`src/sv/lru_session_table_macros.svh`:
```
// Assertion macros for the LRU session table.
// Included by the modules that carry concurrent checks; expects clk and rst_n in scope.
`ifndef LRU_SESSION_TABLE_MACROS_SVH
`define LRU_SESSION_TABLE_MACROS_SVH

`ifndef SYNTHESIS

`define LST_ASSERT_SAME(label, ante, cons, msg) \
  label: assert property (@(posedge clk) disable iff (!rst_n) (ante) |-> (cons)) \
    else $error(msg);

`define LST_ASSERT_NEXT(label, ante, cons, msg) \
  label: assert property (@(posedge clk) disable iff (!rst_n) (ante) |=> (cons)) \
    else $error(msg);

`else

`define LST_ASSERT_SAME(label, ante, cons, msg)

`define LST_ASSERT_NEXT(label, ante, cons, msg)

`endif

`endif

```
`src/sv/lst_ram.sv`:
```
// Generic single-port-write, single-port-read RAM with registered read data.
// No dependencies.
module lst_ram #(
  parameter int WIDTH = 8,
  parameter int DEPTH = 64,
  localparam int AW = $clog2(DEPTH)
) (
  input  logic             clk,
  input  logic             we,
  input  logic [AW-1:0]    waddr,
  input  logic [WIDTH-1:0] wdata,
  input  logic             re,
  input  logic [AW-1:0]    raddr,
  output logic [WIDTH-1:0] rdata
);

  logic [WIDTH-1:0] mem [DEPTH];

  always_ff @(posedge clk) begin
    if (we) begin
      mem[waddr] <= wdata;
    end
    if (re) begin
      rdata <= mem[raddr];
    end
  end

endmodule

```
`config.mk`:
```
export PLATFORM = sky130hd
export DESIGN_NAME = lst_ram
export DESIGN_NICKNAME = d
export VERILOG_FILES = /design/src/sv/lru_session_table_macros.svh /design/src/sv/lst_ram.sv
export SDC_FILE = /design/constraint.sdc
export NUM_CORES = 1
export LEC_CHECK = 0
export BUFFER_PORTS_ARGS = -buffer_cell sky130_fd_sc_hd__buf_2
export CAP_MARGIN = 20
export CORE_ASPECT_RATIO = 1.1
export CORE_UTILIZATION = 50
export DETAILED_ROUTE_END_ITERATION = 10
export PLACE_DENSITY = 0.7
export SLEW_MARGIN = 20
export SYNTH_ARGS = -nofsm -noshare
export SYNTH_HDL_FRONTEND = slang
export SYNTH_SLANG_ARGS = --single-unit
export TNS_END_PERCENT = 50
```
`constraint.sdc`:
```
create_clock -name clk -period 3.93 [get_ports clk]
set_input_delay 0.9825 -clock clk [delete_from_list [all_inputs] [get_ports clk]]
set_output_delay 0.9825 -clock clk [all_outputs]
set_load 0.05 [all_outputs]
```
# After elaboration in Yosys (flattened, before gate mapping)
# Memory sizes are Yosys's and may differ from the RTL's. A register that Yosys moved wholly into a read port is not among the register bits.
# Cells that the tools add are included.
# word_totals
ff_bits,0
latch_bits,0
ramBits,512
mem_bits_ro,0
in_bits,23
n_memories,1
# mem_list
memory,depth,word_bits,read_ports,rd_ports_with_merged_regs,wr,line,source
mem,64,8,1,1,1,lst_ram.sv:17,logic [WIDTH-1:0] mem [DEPTH];
# op_classes
add_sub_neg,0
multipliers,0
div_mod_pow,0
n_lt_le_gt_ge,0
n_eq_ne,0
n_shift,0
muxes,2
n_bitwise,0
reduce_logical,0
# ops
operator,n
1-bit two-way mux,2

# Logic depth before layout (Yosys ltp)
# Gate-level depths: netlist of run 1.
# logic_depth
depth_word,2
ltp_mapped,9
ltp_nobuf,5

# Worst setup path before layout of run 1
# Ideal clock, no wire load.
# synth_timing
path_type,input to register
start,input port raddr[1]
end,"register rdata[3] (read register of mem), data pin"
setup_ps,266
t_arrival_ps,2522
setup_slack_ps,1141
cell_stages,7
path_cell_list,buf_4 buf_2 buf_2 mux4_2 mux4_2 o21ai_1 o41ai_1
# synth_rtl
item,line,source
from (decl),lst_ram.sv:13,"input logic [AW-1:0] raddr,"
to (decl),lst_ram.sv:14,output logic [WIDTH-1:0] rdata

==> results of run 1 <==
## cell families after synthesis
group,after synthesis,synth area share
AND/OR/NAND/NOR,153,0.0337
flip-flops,520,0.771
buffers and inverters,51,0.0156
AO/OA/AOI/OAI,54,0.0206
multiplexers,162,0.159
## routing by layer
layer,GRT usage,up-vias,wire [µm]
met5,0,-,11
met4,0.0807,2,1230
met3,0.0373,86,2890
met2,0.350,375,21400
met1,0.296,5211,17700
li1,-,4128,-
## cell type report
type                            instances  share of cell area
Sequential cell                       520               0.682
Clock inverter                         27              0.0144
Clock buffer                           56              0.0547
Antenna cell                            3            0.000328
Tap cell                              507              0.0277
Multi-Input combinational cell        369               0.188
Timing Repair Buffer                  102              0.0329
## placed cells by master (no fill, tap or decap), types with 6 or more instances in the layout
| cell type | n |
|---|---|
| nand2b_1 | 7 |
| nor2_1 | 83 |
| clkbuf_1 | 7 |
| nand3_1 | 13 |
| clkinv_1 | 7 |
| nor3_1 | 7 |
| mux2_2 | 13 |
| o22ai_1 | 8 |
| mux2i_1 | 23 |
| nor2b_1 | 14 |
| edfxtp_1 | 520 |
| clkbuf_16 | 49 |
| buf_4 | 76 |
| a221oi_1 | 6 |
| bufinv_16 | 8 |
| nand2_1 | 19 |
| buf_2 | 22 |
| clkinv_2 | 11 |
| o221ai_1 | 8 |
| mux4_2 | 126 |
## worst min path at each step
stage	endpoint	cells past startpoint
finish	rdata[7]$_DFFE_PP_	1
global route	rdata[0]$_DFFE_PP_	1
CTS	rdata[2]$_DFFE_PP_	1
detailed placement	rdata[4]$_DFFE_PP_	3
global placement	rdata[4]$_DFFE_PP_	3
floorplan	rdata[0]$_DFFE_PP_	4
## power by group through the flow
stage,logic (mW),clock network (mW),registers [mW]
2_1_floorplan,0.327,0,6.30
3_3_place_gp,0.582,0,6.28
3_5_place_dp,0.592,0,6.29
4_1_cts,0.593,4.78,6.17
5_1_grt,0.626,4.98,6.17
6_report,0.591,4.73,6.17
## cells in the mapped netlist (2+ instances only)
cell,n,area share
nand3b_1,3,0.0011
o221ai_1,8,0.0035
buf_2,11,0.0027
nor4_1,2,0.00062
o21ai_1,2,0.00049
a22oi_1,3,0.0011
a21oi_1,3,0.00074
edfxtp_1,520,0.77
a211oi_1,4,0.0015
buf_4,13,0.0048
o221a_2,2,0.0011
clkbuf_1,17,0.0032
nor2_1,83,0.015
a2111oi_0,2,0.00087
mux4_2,126,0.14
nand2b_1,7,0.0022
o22ai_1,8,0.0025
o32ai_1,2,0.00087
o21ai_0,2,0.00049
o2bb2ai_1,3,0.0013
o2111ai_1,3,0.0013
o21a_1,2,0.00074
mux2i_1,23,0.011
o41ai_1,2,0.00087
buf_1,4,0.00074
buf_6,4,0.0022
nand4_1,2,0.00062
nand3_1,13,0.0032
mux2_2,13,0.0072
nor3_1,7,0.0017
buf_12,2,0.0020
nor2b_1,14,0.0043
a221oi_1,6,0.0026
nand2_1,19,0.0035
## critical path, delay by kind of cell
kind                   cells  cell delay [ns]
AOI/OAI and AO/OA          2             0.27
buffers and inverters      2             1.08
muxes                      2             0.91
## registers in the layout, indices dropped and copies added, names as in the netlist
name and cells:
rdata 8, mem 512
==> flow_summary.json, run 1 <==
{
  "status": "completed",
  "min_period_ns": 2.96,
  "via_per_inst": 6.19,
  "dieArea_um2": 41300,
  "cpMaxStageDelayCell": "buf_4",
  "clockBufferDepth": 3,
  "p_int_mw": 9.16,
  "cts_resized": 0,
  "leakage_nw": 7.26,
  "stdcell_count": 1584,
  "tightest_slew_ns": 0.950,
  "htree_num_levels": 2,
  "grt_first_pass_wirelength_um": 64100,
  "grt_antenna_before_repair": 4,
  "reg2reg_depth": 5,
  "cts_buffers": 48,
  "detailed_place_hpwl_um": 26800,
  "slew_violations": 0,
  "clk_pin_slew_ns": 0.06,
  "hold_path_startpoint": "re",
  "drcViolationCount": 0,
  "drtPass1Iterations": 5,
  "final_util": 0.579,
  "synthArstFlopShare": 0,
  "irDropWorstVdd_mv": 0.298,
  "p_clk_frac": 0.412,
  "synth-seq-area-share": 0.771,
  "drtIter0Drc": 1018,
  "worst_skew_pair.late_latency_ns": 0.56,
  "gp_congestion": 0.843,
  "synth-seq-cells": 520,
  "rsz0062_at_grt": "no",
  "reg2reg_from": "mem[28][4]$_DFFE_PP_",
  "design_area_um2": 22900,
  "setup_ws_ns": 0.966,
  "yosysWarnings": 0,
  "startpoint_type": "primary input",
  "setup_tns_ns": 0,
  "combPwrFrac": 0.051,
  "ys_types": 39,
  "setup_viol": 0,
  "post_dp_cell_area_um2": 21300,
  "drive_above_1_share": 0.291,
  "maxCapViolCount": 0,
  "synth_area_per_cell_um2": 21.5,
  "dr_total_vias": 9802,
  "cts_sinks": 520,
  "area_growth_pct": 13.2,
  "path_max_fanout": 42,
  "synthFlopType": "edfxtp_1",
  "reg2reg_slack_ns": 1.67,
  "syn_inst": 940,
  "power_switching_mw": 2.32,
  "gr-total-overflow": 0,
  "regArea_um2": 15600,
  "synth-edff-count": 520,
  "pwr-share-seq": 0.537,
  "final_nets": 1064,
  "p_sw_frac": 0.202,
  "cts-root-buf": "clkbuf_16",
  "path_cells": "buf_4, buf_4, mux4_2, mux4_2, o21ai_1, o41ai_1",
  "synth_nets": 963,
  "max_stage_delay_ns": 0.55,
  "power_mw": 11.5,
  "row_count": 76,
  "fillers": 2807,
  "path_class": "in2reg",
  "initial_core_util": 0.512,
  "hold_ws_ns": 0.799,
  "crit_required_ns": 4.23,
  "max_freq_mhz": 337,
  "fp.dieH_um": 213,
  "finalCritPeriodShare": 0.754,
  "hold_buffers": 0,
  "skew_ns": 0.00846,
  "hold_violations": 0,
  "place_ws_ns": 0.410,
  "ant_nets": 0,
  "grt_pass1_vias": 9892,
  "p_per_area_nw_per_um2": 501,
  "portBuffers": 30,
  "pin_count": 31,
  "cp-endpoint": "rdata[5]$_DFFE_PP_",
  "dpl.cell_count": 1498,
  "wirelength_um": 43300,
  "grt_use_total": 0.215,
  "multiInputGateArea_um2": 4320,
  "synth.cell_area_um2": 20200,
  "die_w_um": 194,
  "relSlewSlack": 0.367,
  "core_um2": 39600,
  "worstPathArrival_ns": 3.27,
  "r2r-end": "rdata[4]$_DFFE_PP_",
  "grt_max_degree": 65,
  "post_cts_buffers": 0,
  "post_drt_wl_per_cell_um": 27.3,
  "cts_tree": "yes",
  "critPathLaunch": "raddr[1]",
  "crit_path_end_kind": "flip-flop",
  "min_path_type": "in2reg"
}
No activity file was read; power rests on OpenSTA's default activity.
==> inputs of run 2 (changes only) <==
- clock period: 3.93 -> 3 ns (I/O delays scaled with it)
==> flow_summary.json, run 2 (synthesized netlist as in run 1, its figures left out) <==
{
  "power_mw": 15.3,
  "reg2reg_slack_ns": 0.79,
  "cpMaxStageDelayCell": "mux4_2",
  "final_cell_mix": "edfxtp_1, mux4_2, buf_4",
  "relSlewSlack": 0.431,
  "via_per_inst": 6.06,
  "htree_num_levels": 2,
  "grt_antenna_before_repair": 4,
  "core_um2": 39600,
  "slew_violations": 0,
  "cts_tree": "yes",
  "cts_resized": 0,
  "cp_top_family": "multiplexers",
  "drtIter0Drc": 1071,
  "reg2reg_depth": 5,
  "max_freq_mhz": 412,
  "hold_violations": 0,
  "drive_above_1_share": 0.319,
  "tightest_slew_ns": 0.854,
  "fp.dieH_um": 213,
  "skew_ns": 0.0187,
  "wirelength_um": 43800,
  "gp_congestion": 0.873,
  "pin_count": 31,
  "reg2reg_from": "mem[21][6]$_DFFE_PP_",
  "grt_pass1_vias": 10070,
  "path_class": "in2reg",
  "top_register": "mem",
  "initial_core_util": 0.512,
  "post_cts_buffers": 0,
  "grt_first_pass_wirelength_um": 65200,
  "drtPass1Iterations": 6,
  "r2r-end": "rdata[6]$_DFFE_PP_",
  "grt_use_total": 0.219,
  "finalCritPeriodShare": 0.810,
  "ant_nets": 0,
  "max_stage_delay_ns": 0.50,
  "grt_max_degree": 65,
  "area_growth_pct": 15.6,
  "dieArea_um2": 41300,
  "path_cells": "clkbuf_8, buf_12, buf_12, mux4_2, mux4_2, o21ai_0, nand2_1",
  "gr-total-overflow": 0,
  "p_per_area_nw_per_um2": 653,
  "hold_depth": 1,
  "portBuffers": 30,
  "maxCapViolCount": 0,
  "cts-root-buf": "clkbuf_16",
  "cts_buffers": 50,
  "hold_path_startpoint": "re",
  "drcViolationCount": 0,
  "post_drt_wl_per_cell_um": 26.7,
  "cts_sinks": 520,
  "crit_required_ns": 3.30,
  "final_common_cell": "edfxtp_1",
  "path_buf_inv": 3,
  "irDropWorstVdd_mv": 0.389,
  "die_w_um": 194,
  "worst_skew_pair.late_latency_ns": 0.57,
  "whs_endpoint": "rdata[5]$_DFFE_PP_",
  "path_max_fanout": 19,
  "setup_tns_ns": 0,
  "status": "completed",
  "min_path_type": "in2reg",
  "rsz0062_at_grt": "no",
  "min_period_ns": 2.43,
  "row_count": 76,
  "leakage_nw": 7.54,
  "final_nets": 1110,
  "setup_viol": 0,
  "worstPathArrival_ns": 2.73,
  "hold_buffers": 0,
  "largestRegisters": "mem x512, rdata x8",
  "clk_pin_slew_ns": 0.06,
  "crit_path_end_kind": "flip-flop",
  "largest_reg_flops": 512,
  "detailed_place_hpwl_um": 27400,
  "startpoint_type": "primary input",
  "dr_total_vias": 9928,
  "clockBufferDepth": 3
}
## run 2: changes by cell type in the layout (fill, tap and decap cells not counted), sizes merged
cell      previous run  this run
clkinvlp             0         4
clkinv              19        23
buf                101       145
inv                  0         1
## run 2: how the worst max path moves through the flow
stage | startpoint | to | slack (ns) | cells past startpoint
2_1_floorplan | raddr[1] | rdata[3]$_DFFE_PP_ | 0.44 | 7
3_3_place_gp | raddr[0] | rdata[7]$_DFFE_PP_ | 0.007 | 7
3_5_place_dp | raddr[0] | rdata[7]$_DFFE_PP_ | 0.001 | 7
4_1_cts | raddr[0] | rdata[7]$_DFFE_PP_ | 0.60 | 7
5_1_grt | raddr[0] | rdata[7]$_DFFE_PP_ | 0.51 | 7
6_report | raddr[0] | rdata[7]$_DFFE_PP_ | 0.57 | 7
## run 2: layer usage
metal / routed length [µm] / track usage / share of wire / vias to the layer above
met2: 20700 / 0.344 / 0.47 / 373
li1: - / - / - / 4233
met4: 1160 / 0.0701 / 0.026 / 4
met1: 18600 / 0.306 / 0.42 / 5240
met5: 27 / 0 / 0.00062 / -
met3: 3250 / 0.0505 / 0.074 / 78
## run 2: layout make-up
type | count | area (µm²)
fillers | 2782 | 16100
flip-flops and latches | 520 | 15600
multi-input cells | 369 | 4320
clock buffers | 56 | 1290
repair buffers | 146 | 1160
well taps | 507 | 634
clock inverters | 36 | 377
diodes | 3 | 7.51
## run 2: stage by stage
| step | setup WS (ns) | util | cells | area [µm²] | hold slack (ns) |
|---|---|---|---|---|---|
| finish | 0.570 | 0.592 | 1637 | 23400 | 0.562 |
| global route | 0.507 | 0.592 | 1634 | 23400 | 0.536 |
| CTS | 0.595 | 0.591 | 1634 | 23400 | 0.534 |
| detailed placement | 0.00119 | 0.549 | 1542 | 21700 | 0.889 |
| global placement | 0.00667 | 0.549 | 1542 | 21700 | 0.891 |
| floorplan | 0.444 | - | 940 | 20200 | 0.797 |
## run 2: where the power goes
| part | switching (mW) | leakage (nW) | internal (mW) | total [mW] |
|---|---|---|---|---|
| clock network | 2.62 | 0.810 | 3.78 | 6.40 |
| registers | 0.0216 | 4.69 | 8.06 | 8.08 |
| logic | 0.487 | 2.05 | 0.313 | 0.800 |
